File: src/design/msfe_pkg.sv
`default_nettype none

package msfe_pkg;

    // Sequencer states.
    typedef enum logic [0:0] {
        ST_IDLE,
        ST_SEND
    } state_t;

    // Control of the CRC unit.
    typedef struct packed {
        logic init;
        logic step;
    } crc_ctrl_t;

    typedef logic [3:0] byte_idx_t;

    // Command codes.
    localparam logic [1:0] CMD_CTRL  = 2'd0;
    localparam logic [1:0] CMD_WRITE = 2'd1;
    localparam logic [1:0] CMD_READ  = 2'd2;

    // Sub-kind codes; their meaning depends on the command.
    localparam logic [1:0] KIND_NONE = 2'd0;
    localparam logic [1:0] KIND_1ST  = 2'd1;
    localparam logic [1:0] KIND_2ND  = 2'd2;
    localparam logic [1:0] KIND_3RD  = 2'd3;

    // Frame constants.
    localparam logic [7:0] FRAME_START = 8'h53;
    localparam logic [7:0] FRAME_END   = 8'h45;
    localparam logic [7:0] CRC_INIT    = 8'hFF;
    localparam logic [7:0] CRC_POLY    = 8'hD5;

    // Position of each fixed byte within a frame.
    localparam byte_idx_t BYTE_START  = 4'd0;
    localparam byte_idx_t BYTE_LEN    = 4'd1;
    localparam byte_idx_t BYTE_NODE   = 4'd2;
    localparam byte_idx_t BYTE_CMD    = 4'd3;
    localparam byte_idx_t BYTE_OBJ_LO = 4'd4;
    localparam byte_idx_t BYTE_OBJ_HI = 4'd5;
    localparam byte_idx_t BYTE_SUB    = 4'd6;
    localparam byte_idx_t BYTE_V0     = 4'd7;
    localparam byte_idx_t BYTE_V1     = 4'd8;
    localparam byte_idx_t BYTE_V2     = 4'd9;
    localparam byte_idx_t BYTE_V3     = 4'd10;

    // Index of the final byte ('E') for each frame type.
    localparam byte_idx_t LAST_CTRL  = 4'd7;
    localparam byte_idx_t LAST_WRITE = 4'd12;
    localparam byte_idx_t LAST_READ  = 4'd8;
    localparam byte_idx_t LAST_BAD   = 4'd0;

endpackage

`default_nettype wire

File: src/design/motor_serial_frame_encoder_top.sv
// The first frame byte enters the output register once the sequencer state
// register holds the send state. One frame byte per cycle while the output is
// not stalled; a request holds the sequencer until its last frame byte is loaded.
// The CRC unit absorbs one byte per cycle as that byte goes to the output register.
// Reset: sequencer idle, output register empty, node_id set to 1.
`default_nettype none

module motor_serial_frame_encoder_top
    import msfe_pkg::*;
(
    input  wire logic        clk,
    input  wire logic        rst_n,
    input  wire logic        in_valid,
    output logic             in_ready,
    input  wire logic [1:0]  cmd,
    input  wire logic [1:0]  kind,
    input  wire logic signed [31:0] value,
    output logic             out_valid,
    input  wire logic        out_ready,
    output logic [7:0]       frame_byte,
    output logic             last_byte,
    output logic             bad_kind,
    input  wire logic        cfg_valid,
    output logic             cfg_ready,
    input  wire logic [7:0]  cfg_data
);

    state_t      state_reg, state_next;
    logic [7:0]  node_reg;
    logic [1:0]  cmd_reg;
    logic [1:0]  kind_reg;
    logic [31:0] value_reg;
    logic        bad_reg;
    byte_idx_t   idx_reg, idx_next;
    byte_idx_t   last_idx;
    logic        out_valid_reg;
    logic [7:0]  frame_byte_reg;
    logic        last_byte_reg;
    logic        bad_kind_reg;
    logic        accept;
    logic        load_out;
    logic        in_bad;
    logic [7:0]  table_byte;
    logic [7:0]  send_byte;
    logic [7:0]  crc;
    crc_ctrl_t   crc_ctrl;

    // Configuration register; always ready.
    assign cfg_ready = 1'b1;

    always_ff @(posedge clk or negedge rst_n)
    begin
        if (!rst_n)
            node_reg <= 8'd1;
        else if (cfg_valid)
            node_reg <= cfg_data;
    end

    // Sub-kind check of the incoming request.
    always_comb
    begin
        case (cmd)
            CMD_CTRL:  in_bad = (kind == KIND_NONE);
            CMD_WRITE: in_bad = !(kind inside {KIND_1ST, KIND_2ND});
            CMD_READ:  in_bad = (kind == KIND_NONE);
            default:   in_bad = 1'b1;
        endcase
    end

    // Sequencer outputs.
    always_comb
    begin
        in_ready = (state_reg == ST_IDLE);
        load_out = (state_reg == ST_SEND) && (!out_valid_reg || out_ready);
    end

    assign accept = in_valid && in_ready;

    // Sequencer next state.
    always_comb
    begin
        state_next = state_reg;
        case (state_reg)
            ST_IDLE:
            begin
                if (in_valid)
                    state_next = ST_SEND;
            end
            ST_SEND:
            begin
                if (load_out && (idx_reg == last_idx))
                    state_next = ST_IDLE;
            end
            default: state_next = ST_IDLE;
        endcase
    end

    // Byte counter.
    always_comb
    begin
        if (accept)
            idx_next = BYTE_START;
        else if (load_out)
            idx_next = idx_reg + 4'd1;
        else
            idx_next = idx_reg;
    end

    always_ff @(posedge clk or negedge rst_n)
    begin
        if (!rst_n)
        begin
            state_reg <= ST_IDLE;
            idx_reg   <= BYTE_START;
        end
        else
        begin
            state_reg <= state_next;
            idx_reg   <= idx_next;
        end
    end

    // Request capture.
    always_ff @(posedge clk)
    begin
        if (accept)
        begin
            cmd_reg   <= cmd;
            kind_reg  <= kind;
            value_reg <= value;
            bad_reg   <= in_bad;
        end
    end

    // Index of the closing byte of the current frame.
    always_comb
    begin
        if (bad_reg)
            last_idx = LAST_BAD;
        else
        begin
            case (cmd_reg)
                CMD_CTRL:  last_idx = LAST_CTRL;
                CMD_WRITE: last_idx = LAST_WRITE;
                CMD_READ:  last_idx = LAST_READ;
                default:   last_idx = LAST_BAD;
            endcase
        end
    end

    // Header and payload byte at the current position.
    always_comb
    begin
        table_byte = 8'h00;
        case (idx_reg)
            BYTE_START: table_byte = FRAME_START;
            BYTE_LEN:
            begin
                case (cmd_reg)
                    CMD_CTRL:  table_byte = 8'h06;
                    CMD_WRITE: table_byte = 8'h0A;
                    default:   table_byte = 8'h07;
                endcase
            end
            BYTE_NODE: table_byte = node_reg;
            BYTE_CMD:
            begin
                case (cmd_reg)
                    CMD_CTRL:  table_byte = 8'h04;
                    CMD_WRITE: table_byte = 8'h02;
                    default:   table_byte = 8'h01;
                endcase
            end
            BYTE_OBJ_LO:
            begin
                case (cmd_reg)
                    CMD_CTRL:
                    begin
                        case (kind_reg)
                            KIND_1ST: table_byte = 8'h06;
                            KIND_2ND: table_byte = 8'h07;
                            default:  table_byte = 8'h0F;
                        endcase
                    end
                    CMD_WRITE: table_byte = (kind_reg == KIND_1ST) ? 8'hFF : 8'h7A;
                    default:
                    begin
                        case (kind_reg)
                            KIND_1ST: table_byte = 8'h77;
                            KIND_2ND: table_byte = 8'h6C;
                            default:  table_byte = 8'h64;
                        endcase
                    end
                endcase
            end
            BYTE_OBJ_HI: table_byte = (cmd_reg == CMD_CTRL) ? 8'h00 : 8'h60;
            BYTE_SUB:    table_byte = 8'h00;
            BYTE_V0:     table_byte = value_reg[7:0];
            BYTE_V1:     table_byte = value_reg[15:8];
            BYTE_V2:     table_byte = value_reg[23:16];
            BYTE_V3:     table_byte = value_reg[31:24];
            default:     table_byte = 8'h00;
        endcase
    end

    // Final byte selection: error marker, closing byte, CRC or table byte.
    always_comb
    begin
        if (bad_reg)
            send_byte = 8'h00;
        else if (idx_reg == last_idx)
            send_byte = FRAME_END;
        else if (idx_reg == last_idx - 4'd1)
            send_byte = crc;
        else
            send_byte = table_byte;
    end

    // The CRC covers every byte from the length byte up to the one before the CRC.
    always_comb
    begin
        crc_ctrl.init = accept;
        crc_ctrl.step = load_out && !bad_reg && (idx_reg != BYTE_START)
                        && (idx_reg < last_idx - 4'd1);
    end

    msfe_crc8 u_crc
    (
        .clk   (clk),
        .rst_n (rst_n),
        .ctrl  (crc_ctrl),
        .data  (table_byte),
        .crc   (crc)
    );

    // Output register.
    always_ff @(posedge clk or negedge rst_n)
    begin
        if (!rst_n)
            out_valid_reg <= 1'b0;
        else if (load_out)
            out_valid_reg <= 1'b1;
        else if (out_ready)
            out_valid_reg <= 1'b0;
    end

    always_ff @(posedge clk)
    begin
        if (load_out)
        begin
            frame_byte_reg <= send_byte;
            last_byte_reg  <= (idx_reg == last_idx);
            bad_kind_reg   <= bad_reg;
        end
    end

    assign out_valid  = out_valid_reg;
    assign frame_byte = frame_byte_reg;
    assign last_byte  = last_byte_reg;
    assign bad_kind   = bad_kind_reg;

endmodule

`default_nettype wire

File: src/design/msfe_crc8.sv
`default_nettype none

module msfe_crc8
    import msfe_pkg::*;
(
    input  wire logic      clk,
    input  wire logic      rst_n,
    input  wire crc_ctrl_t ctrl,
    input  wire logic [7:0] data,
    output logic [7:0]     crc
);

    logic [7:0] crc_reg;
    logic [7:0] crc_next;

    // Reflected CRC-8 update of one byte, LSB first.
    function automatic logic [7:0] crc_byte(input logic [7:0] c_in, input logic [7:0] b);
        logic [7:0] c;
        c = c_in ^ b;
        for (int k = 0; k < 8; k++)
        begin
            if (c[0])
                c = (c >> 1) ^ CRC_POLY;
            else
                c = c >> 1;
        end
        return c;
    endfunction

    // Next value: restart, absorb one byte, or hold.
    always_comb
    begin
        if (ctrl.init)
            crc_next = CRC_INIT;
        else if (ctrl.step)
            crc_next = crc_byte(crc_reg, data);
        else
            crc_next = crc_reg;
    end

    always_ff @(posedge clk or negedge rst_n)
    begin
        if (!rst_n)
            crc_reg <= CRC_INIT;
        else
            crc_reg <= crc_next;
    end

    assign crc = crc_reg;

endmodule

`default_nettype wire

File: config.mk
export PLATFORM = sky130hd
export DESIGN_NAME = motor_serial_frame_encoder_top
export DESIGN_NICKNAME = d
export VERILOG_FILES = /design/src/design/msfe_pkg.sv /design/src/design/motor_serial_frame_encoder_top.sv /design/src/design/msfe_crc8.sv
export SDC_FILE = /design/constraint.sdc
export NUM_CORES = 1
export LEC_CHECK = 0
export ABC_AREA = 0
export BUFFER_PORTS_ARGS = -buffer_cell sky130_fd_sc_hd__buf_4
export CAP_MARGIN = 25
export CORE_MARGIN = 2
export CORE_UTILIZATION = 55
export CTS_BUF_LIST = sky130_fd_sc_hd__clkbuf_2 sky130_fd_sc_hd__clkbuf_4 sky130_fd_sc_hd__clkbuf_8
export CTS_CLUSTER_SIZE = 24
export DETAILED_ROUTE_END_ITERATION = 10
export GPL_TIMING_DRIVEN = 0
export PLACE_DENSITY = 0.78
export SLEW_MARGIN = 15
export SYNTH_ARGS = -nofsm -noshare
export SYNTH_HDL_FRONTEND = slang
export SYNTH_HIERARCHICAL = 1
export SYNTH_SLANG_ARGS = --single-unit
File: constraint.sdc
create_clock -name clk -period 9.53 [get_ports clk]
set_input_delay 1.906 -clock clk [delete_from_list [all_inputs] [get_ports clk]]
set_output_delay 1.906 -clock clk [all_outputs]
set_load 0.02 [all_outputs]
==> metrics.md, run 1 <==
| Metric | Value |
|---|---|
| Hold path depth | `0` |
| Crit-path most repeated cell | `buf_2` |
| Grt ovf | `0` |
| Worst R2R Path Depth | `13` |
| Critical path cell sequence | `clkbuf_1 -> inv_1 -> ha_1 -> buf_2 -> buf_2 -> a21o_1 -> a222oi_1 -> nand4_1 -> xor2_2 -> xnor3_2 -> xnor3_1 -> a211oi_1 -> a31oi_1` |
| Ant diodes | `0` |
| Fmax | `270 MHz` |
| Cell area after synthesis | `3700 um^2` |
| Max Slew Vio Count | `0` |
| Max_cap viols | `0` |
| Layout Utilization | `70.2%` |
| Clk_skew | `0.00669 ns` |
| Cell family with most CP delay | `XOR/XNOR gates` |
| Residual DRC count | `0` |
| CP bufs+invs | `4` |
| Data arrival, critical path | `3.98 ns` |
| H-tree Lvls | `3` |
| Largest register FFs | `32` |
| Lkg Pwr | `0.00187 uW` |
| Worst Path Max Fanout | `10` |
| Tmin final | `3.71 ns` |
| Pwr Density | `417 nW/um^2` |
| Clk_lat worst skew | `0.35 ns` |
| Endpoint class of the critical path | `register` |
| Placed instance area | `4260 um^2` |
| Seq/Total Area, Yosys | `53.4%` |
| Yosys reg bits | `69` |
| Crit start category | `register` |
| Required @ worst endpoint | `9.80 ns` |
| Post-synth EDFFs | `47` |
| Final nets | `441` |
| IO Pins | `62` |
| CTS Buffer Depth | `2` |
| Most numerous cell in the Yosys netlist | `edfxtp_1` |
| Synthesized Nets | `370` |
| CTS tree | `built` |
| Area leader, netlist | `edfxtp_1` |
| Post-synth cell types | `60` |
| Synth warn | `6` |
| Syn avg cell area | `12.1 um^2` |
| Overall Global Routing Usage | `22.8%` |
| Slowest-stage cell, CP | `xnor3_2` |
| Final setup TNS | `0 ns` |
| IO Port Bufs | `59` |
| Vias in the first global route | `2,668` |
| Routed via count | `2,664` |
| Slew margin rel. | `52.3%` |
| Tightest Hold Check Type | `reg2reg` |
| Post-CTS Repair Setup Buffers | `0` |
| Gate count of the mapped netlist | `306` |
| Final setup violation count | `0` |
| Via density | `5.80` |
| Initial Util | `57.6%` |
| Main synth FF type | `edfxtp_1` |
| Post-synth top cells | `edfxtp_1 (47), nor2_1 (27), xnor2_1 (18)` |
| Worst-Margin Slew | `0.705 ns` |
| GP Congestion | `0.902` |
| Hold buffers post-CTS | `0` |
| Share of the synthesized area in the top cell type | `38.2%` |
| Detailed-router iteration count before antenna repair | `4` |
| Layout cell share with drive strength beyond 1 | `31.4%` |
| Number of cells on the critical path | `13` |
| Largest net degree at the start of global routing | `31` |
| CTS buffer count | `9` |
| Clk sinks | `69` |
| Die Area | `7390 um^2` |
| Part of the cycle the worst path needs | `38.9%` |
| Final hold violation count | `0` |
| Initial antenna violation count | `0` |
| Core area | `6420 um^2` |
| Area contributors post-synth | `edfxtp_1 (38%), dfrtp_1 (8.8%), dfstp_2 (6.4%), ha_1 (5.1%), xnor2_1 (4.3%)` |
| Post-DP HPWL | `5770 um` |
| Hold WS | `0.503 ns` |
| Post-synth ARST share | `31.9%` |
| First-pass GRT wire length | `12,800 um` |
| Number of gates resized after CTS | `0` |
| Die H | `86.0 um` |
| Routed WL | `7830 um` |
| Layout area overhead | `22.0%` |
| Peak VDD IR | `0.000213 V` |
| Antenna Nets Post-Route | `0` |
| Crit Path Category | `reg2reg` |
| Root buf cell | `clkbuf_8` |
| Die W | `86.0 um` |
| Status | `finished clean` |
| Worst path max stage delay | `0.50 ns` |
| RSZ-0062 raised after global routing | `false` |
| Row Count | `29` |
| Final Cell Area | `4510 um^2` |
| Drt first-iter violations | `209` |
| Clock transition at the registers of the reported paths | `0.08 ns` |
| Drt wl/cell | `17.1 um` |
-- final timing paths --
kind | start | to | slack (ns)
worst max-delay path | idx_reg[1]$_DFFE_PN0P_ | u_crc/crc[2]$_DFFE_PN1P_ | 5.82
max in group asynchronous | rst_n | u_crc/crc[1]$_DFFE_PN1P_ | 7.80
min in group asynchronous | rst_n | state_reg$_DFF_PN0_ | 1.44
worst min-delay path | bad_reg$_DFFE_PP_ | bad_kind$_DFFE_PP_ | 0.50
worst min register to register | bad_reg$_DFFE_PP_ | bad_kind$_DFFE_PP_ | 0.50
worst max register to register | idx_reg[1]$_DFFE_PN0P_ | u_crc/crc[2]$_DFFE_PN1P_ | 5.82
-- cell families after synthesis --
kind of cell | count (synthesis) | synth area share [%]
flip-flops | 69 | 53.4
buffers and inverters | 32 | 3.89
other | 1 | 0.101
adder cells (fa/ha/maj) | 15 | 5.08
AO/OA/AOI/OAI | 58 | 11.9
multiplexers | 17 | 5.01
AND/OR/NAND/NOR | 85 | 11.9
XOR/XNOR | 29 | 8.76
-- metal layers --
metal  wire length [um]  vias up  global-route usage, %  share of wire (%)
met1               3340     1284                   29.3                 43
li1                   -     1253                      -                  -
met5                  0        -                      0                  0
met2               3860      114                   38.6                 49
met3                492       13                   3.66                6.3
met4                142        0                   8.80                1.8
-- placed cells by master (no fill, tap or decap), types with 2 or more instances in the layout --
cell type	synthesis	routed
a222oi_1	3	3
nand3b_1	3	3
dfrtp_1	13	13
mux2_2	12	12
inv_1	14	14
nand2_1	10	10
a21boi_0	3	3
buf_2	10	10
a2111o_1	2	2
nand4_1	2	2
mux2i_1	5	5
xnor2_1	18	18
a211oi_1	2	2
buf_4	3	62
clkinvlp_4	0	2
xor2_1	5	5
clkbuf_8	0	9
xnor2_2	2	2
nand2b_1	5	5
nor2b_1	11	10
nand3_1	10	10
clkbuf_1	5	5
a221oi_1	2	2
ha_1	15	15
a22o_1	5	5
nor2_1	27	27
a21oi_1	11	11
edfxtp_1	47	47
nor3_1	9	9
dfstp_2	9	9
a31oi_1	3	3
bufinv_16	0	3
o21ai_0	4	4
a211o_1	7	7
-- layout make-up --
cell class / instances / area [um^2]
Sequential cell: 69 / 1970
Fill cell: 451 / 1910
Multi-Input combinational cell: 205 / 1590
Timing Repair Buffer: 60 / 463
Clock buffer: 9 / 124
Clock inverter: 7 / 123
Tap cell: 77 / 96.3
Buffer: 18 / 91.3
Inverter: 14 / 52.6
-- worst reg2reg max path, delay by kind of cell (launching register included) --
family | cells | cell delay (ns)
xor+xnor | 3 | 1.18
fa+ha+maj | 1 | 0.21
simple gates | 1 | 0.28
flops | 1 | 0.38
buf+inv | 4 | 0.84
compound gates | 4 | 0.76
-- power breakdown --
group	switching (uW)	internal (uW)	total, uW	leakage [uW]
clock	116	175	291	0.000116
combinational	577	531	1110	0.00107
sequential	47.9	433	481	0.000682
-- through the flow --
| step | std cells | power, uW | worst slack, ns |
|---|---|---|---|
| after floorplan | 306 | 1360 | 4.92 |
| after global placement | 442 | 1560 | 3.92 |
| after detailed placement | 443 | 1580 | 5.87 |
| after CTS | 459 | 1880 | 5.85 |
| after global routing | 459 | 2000 | 5.58 |
| final | 459 | 1880 | 5.82 |
Note: power is estimated with default switching activity, not from simulation.
==> run 2, diff against run 1 <==
Settings changed: CORE_UTILIZATION 55 to 53, PLACE_DENSITY 0.78 to 0.79.
Clock period 9.53 ns to 3.2 ns, I/O delays scaled along.
==> metrics.md, run 2 (synthesized netlist as in run 1, its figures left out) <==
| Metric | Value |
|---|---|
| Status | `finished clean` |
| Peak VDD IR | `0.000747 V` |
| Final setup violation count | `0` |
| Slew margin rel. | `56.2%` |
| Tmin final | `3.13 ns` |
| Clk_lat worst skew | `0.34 ns` |
| Largest register FFs | `32` |
| CTS tree | `built` |
| Drt first-iter violations | `176` |
| FF-to-FF Start | `idx_reg[1]$_DFFE_PN0P_` |
| IO Port Bufs | `59` |
| Row Count | `30` |
| CP bufs+invs | `2` |
| Routed WL | `8190 um` |
| Endpoint class of the critical path | `register` |
| Residual DRC count | `0` |
| Detailed-router iteration count before antenna repair | `4` |
| Drt wl/cell | `17.3 um` |
| Initial Util | `54.7%` |
| Commonest cells after routing, fill and taps aside | `buf_4 (76), edfxtp_1 (47), nor2_1 (27)` |
| Worst Path Max Fanout | `7` |
| Slowest-stage cell, CP | `a222oi_1` |
| Routed via count | `2,722` |
| Die W | `87.5 um` |
| Final nets | `453` |
| Final hold violation count | `0` |
| Part of the cycle the worst path needs | `97.9%` |
| Core area | `6760 um^2` |
| RSZ-0062 raised after global routing | `true` |
| Ant diodes | `0` |
| Largest net degree at the start of global routing | `24` |
| Final setup TNS | `0 ns` |
| Post-Place Cells | `446` |
| GP Congestion | `0.909` |
| Hold buffers post-CTS | `0` |
| Fmax | `319 MHz` |
| Non-filler instance count after layout | `474` |
| Setup WS pre-CTS | `-0.481 ns` |
| Clk sinks | `69` |
| Layout Utilization | `70.9%` |
| Max Slew Vio Count | `0` |
| Data arrival, critical path | `3.40 ns` |
| Max_cap viols | `0` |
| Vias in the first global route | `2,620` |
| Layout area overhead | `29.6%` |
| Commonest non-fill, non-tap cell in the layout | `buf_4` |
| Worst R2R Path Depth | `11` |
| Antenna Nets Post-Route | `0` |
| Crit Path Category | `reg2reg` |
| Post-route setup slack | `0.0657 ns` |
| CTS buffer count | `9` |
| Initial antenna violation count | `0` |
| Clk_skew | `0.00685 ns` |
| H-tree Lvls | `3` |
| Critical path cell sequence | `clkbuf_8 -> inv_1 -> ha_1 -> a222oi_1 -> a211o_1 -> o311ai_2 -> xnor2_2 -> xnor3_2 -> xnor3_1 -> a211oi_2 -> a31oi_1` |
| Tightest Hold Check Type | `in2async` |
| Clock transition at the registers of the reported paths | `0.07 ns` |
| IO Pins | `62` |
| Pwr Density | `1310 nW/um^2` |
| Number of cells on the critical path | `11` |
| Worst R2R End | `u_crc/crc[2]$_DFFE_PN1P_` |
| Overall Global Routing Usage | `22.5%` |
| Post-DP HPWL | `5610 um` |
| Required @ worst endpoint | `3.46 ns` |
| Setup crit start | `idx_reg[1]$_DFFE_PN0P_` |
| Layout cell share with drive strength beyond 1 | `40.1%` |
| Worst-Margin Slew | `0.656 ns` |
| Lkg Pwr | `0.00199 uW` |
| First-pass GRT wire length | `12,900 um` |
| Die H | `87.5 um` |
| Worst path max stage delay | `0.54 ns` |
| Reg2Reg Setup Slack | `0.07 ns` |
| Crit start category | `register` |
| Die Area | `7660 um^2` |
| CTS Buffer Depth | `2` |
| Cell family with most CP delay | `compound AO/OA/AOI/OAI gates` |
| Grt ovf | `0` |
| Via density | `5.74` |
| Root buf cell | `clkbuf_8` |
-- run 2: cell count changes in the layout (fill, tap and decap cells not counted), moves of 3 or more --
cell      change
buf_4        +14
clkbuf_1      -3
inv_1         -3
ha_1          -6
ha_4          +5
xnor2_2       +6
xnor2_1       -7
buf_2         -3
buf_6         +3
-- run 2: where the power goes --
| part | switching, uW | total [uW] | internal (uW) |
|---|---|---|---|
| clock | 332 | 779 | 447 |
| sequential | 158 | 1450 | 1290 |
| combinational | 2020 | 4070 | 2050 |
| total | 2510 | 6300 | 3790 |
-- run 2: final cells by class --
| class | count | area [um^2] |
|---|---|---|
| buffer | 16 | 113 |
| inverter | 14 | 56.3 |
| fill | 465 | 1970 |
| timing repair buffer | 74 | 576 |
| multi-input combinational | 205 | 1750 |
| clock inverter | 6 | 87.6 |
| clock buffer | 10 | 131 |
| tap | 80 | 100 |
| sequential | 69 | 1970 |
-- run 2: timing repair --
item,CTS,global route
setup endpoints to repair,8,6
resized for setup,12,30
pin swaps,6,12
hold endpoints to repair,0,0
setup buffers,4,10
-- run 2: through the flow --
step	cell area, um^2	hold slack (ns)	power, uW
after floorplan	3700	0.344	4050
after global placement	4240	0.480	4640
after detailed placement	4280	0.486	4730
after CTS	4580	0.190	5760
after global routing	4790	0.194	6660
final	4790	0.191	6300
-- run 2: worst max path at each step --
stage / slack [ns] / endpoint
final: 0.07 / u_crc/crc[2]$_DFFE_PN1P_
after global routing: -0.07 / u_crc/crc[2]$_DFFE_PN1P_
after CTS: 0.001 / u_crc/crc[2]$_DFFE_PN1P_
after detailed placement: -0.48 / u_crc/crc[2]$_DFFE_PN1P_
after global placement: -0.42 / u_crc/crc[2]$_DFFE_PN1P_
after floorplan: 0.02 / u_crc/crc[2]$_DFFE_PN1P_
-- run 2: per-layer routing --
metal	up-vias	GRT usage [%]	routed length (um)	part of all wire, %
met5	-	0	0	0
met4	0	7.83	172	2.1
met3	13	5.31	450	5.5
met2	104	36.9	4180	51
met1	1327	29.3	3390	41
li1	1278	-	-	-
-- run 2: worst reg2reg max path: stages (launching register included) --
cell and delay [ns]:
dfrtp_1 0.36, clkbuf_8 0.16, inv_1 0.09, ha_1 0.25
a222oi_1 0.54, a211o_1 0.23, o311ai_2 0.20, xnor2_2 0.25
xnor3_2 0.41, xnor3_1 0.24, a211oi_2 0.25, a31oi_1 0.07
==> run 3, diff against run 2 <==
Settings changed: CELL_PAD_IN_SITES_DETAIL_PLACEMENT from default to 0, CELL_PAD_IN_SITES_GLOBAL_PLACEMENT from default to 2, CORE_UTILIZATION 53 to 35, PLACE_DENSITY 0.79 to default, PLACE_DENSITY_LB_ADDON from default to 0.1.
==> metrics.md, run 3 (synthesized netlist as in run 1, its figures left out) <==
| Metric | Value |
|---|---|
| Tightest Hold Check Type | `in2async` |
| Clk pwr share | `12.2%` |
| Commonest non-fill, non-tap cell in the layout | `buf_4` |
| Endpoint class of the critical path | `register` |
| Routed via count | `2,642` |
| Worst R2R Path Depth | `12` |
| Final Cell Area | `4950 um^2` |
| CTS tree | `built` |
| Lkg Pwr | `0.00203 uW` |
| Part of the cycle the worst path needs | `96.5%` |
| Internal | `4160 uW` |
| Vias in the first global route | `2,602` |
| Overall Global Routing Usage | `16.9%` |
| Grt ovf | `0` |
| Setup crit start | `cmd_reg[0]$_DFFE_PP_` |
| Fmax | `324 MHz` |
| FILL cells | `953` |
| Pwr Density | `1370 nW/um^2` |
| Residual DRC count | `0` |
| Clock transition at the registers of the reported paths | `0.08 ns` |
| CTS buffer count | `9` |
| Die W | `107 um` |
| Final setup violation count | `0` |
| Row Count | `37` |
| Post-DP HPWL | `6370 um` |
| Layout cell share with drive strength beyond 1 | `40.6%` |
| Drt first-iter violations | `93` |
| Clk_lat worst skew | `0.35 ns` |
| Data arrival, critical path | `3.36 ns` |
| Clk sinks | `69` |
| Final hold violation count | `0` |
| Final nets | `463` |
| Initial Util | `36.0%` |
| Drt wl/cell | `16.9 um` |
| CTS Buffer Depth | `2` |
| Status | `finished clean` |
| Slew margin rel. | `53.8%` |
| Comb pwr share | `66.4%` |
| Worst R2R End | `u_crc/crc[2]$_DFFE_PN1P_` |
| Detailed-router iteration count before antenna repair | `4` |
| Die Area | `11,400 um^2` |
| Hold WS | `0.174 ns` |
| Hold buffers post-CTS | `0` |
| Largest register FFs | `32` |
| Net switching power | `2600 uW` |
| Die H | `107 um` |
| First-pass GRT wire length | `14,300 um` |
| Largest net degree at the start of global routing | `25` |
| IO Port Bufs | `59` |
| Required @ worst endpoint | `3.48 ns` |
| Crit Path Category | `reg2reg` |
| Non-filler instance count after layout | `540` |
| Placed instance area | `4350 um^2` |
| Max_cap viols | `0` |
| Root buf cell | `clkbuf_8` |
| H-tree Lvls | `3` |
| GP Congestion | `0.808` |
| Commonest cells after routing, fill and taps aside | `buf_4 (88), edfxtp_1 (47), nor2_1 (27)` |
| Reg2Reg Setup Slack | `0.11 ns` |
| Sw Share | `38.5%` |
| Worst Setup EP | `u_crc/crc[2]$_DFFE_PN1P_` |
| Antenna Nets Post-Route | `0` |
| Flop pwr share | `21.3%` |
| Crit start category | `register` |
| Post-Place Cells | `502` |
| Ant diodes | `0` |
| Via density | `4.89` |
| Layout area overhead | `33.9%` |
| Worst Path Max Fanout | `4` |
| IO Pins | `62` |
| Tmin final | `3.09 ns` |
| Max Slew Vio Count | `0` |
| Peak VDD IR | `0.000856 V` |
| Worst-Margin Slew | `0.691 ns` |
| FF-to-FF Start | `cmd_reg[0]$_DFFE_PP_` |
| Clk_skew | `0.00911 ns` |
| Initial antenna violation count | `0` |
| Core area | `10,300 um^2` |
| Routed WL | `9130 um` |
==> run 3: area by class of cell <==
type                            count  area (um^2)  area share (%)
Clock buffer                       10          138            2.78
Multi-Input combinational cell    205         1760            35.5
Sequential cell                    69         1970            39.9
Inverter                           14         56.3            1.14
Clock inverter                      6         93.8            1.90
Timing Repair Buffer               84          663            13.4
Tap cell                          136          170            3.44
Buffer                             16         98.8            2.00
==> run 3: through the flow <==
step | power (uW) | TNS, ns | worst slack, ns | utilization (%)
after floorplan | 4050 | 0 | 0.0210 | -
after global placement | 4780 | -2.86 | -0.521 | 42.0
after detailed placement | 4800 | -2.65 | -0.505 | 42.3
after CTS | 6070 | 0 | 0.0166 | 46.0
after global routing | 7190 | -0.0289 | -0.0149 | 48.2
final | 6760 | 0 | 0.113 | 48.2
==> run 3: what timing repair did <==
item,CTS,global route
gates resized for setup,17,23
hold endpoints to repair,0,0
pin swaps,9,12
buffers inserted,8,16
cloned,0,0
endpoints found under the setup margin,8,5
==> run 3: power by group through the flow <==
| stage | clock, uW | combinational (uW) | sequential, uW |
|---|---|---|---|
| finish | 827 | 4490 | 1440 |
| global route | 895 | 4830 | 1470 |
| CTS | 856 | 3760 | 1450 |
| detailed placement | 0 | 3340 | 1460 |
| global placement | 0 | 3320 | 1460 |
| floorplan | 0 | 2550 | 1490 |
==> run 3: worst min path at each step <==
stage | startpoint | to | cells past startpoint
finish | rst_n | out_valid$_DFFE_PN0P_ | 1
global route | rst_n | out_valid$_DFFE_PN0P_ | 1
global placement | bad_reg$_DFFE_PP_ | bad_kind$_DFFE_PP_ | 0
floorplan | rst_n | idx_reg[0]$_DFFE_PN0P_ | 0
CTS | rst_n | out_valid$_DFFE_PN0P_ | 1
detailed placement | bad_reg$_DFFE_PP_ | bad_kind$_DFFE_PP_ | 0
==> run 3: per-layer routing <==
layer  vias to the layer above  part of all wire, %  global-route usage, %
met1                      1260                   46                   23.4
met4                         0                  1.5                   6.40
met2                        71                   47                   26.1
met5                         -                    0                      0
li1                       1299                    -                      -
met3                        12                  4.6                   3.40
==> run 3: worst max-delay path: stages (launching register included) <==
cell      delay (ns)
edfxtp_1        0.46
inv_2           0.08
ha_4            0.18
buf_4           0.13
mux2_2          0.25
a222oi_1        0.32
nand4_1         0.13
buf_4           0.19
xor2_4          0.20
xnor3_2         0.41
xnor3_1         0.36
a211oi_1        0.24
a31oi_1         0.06
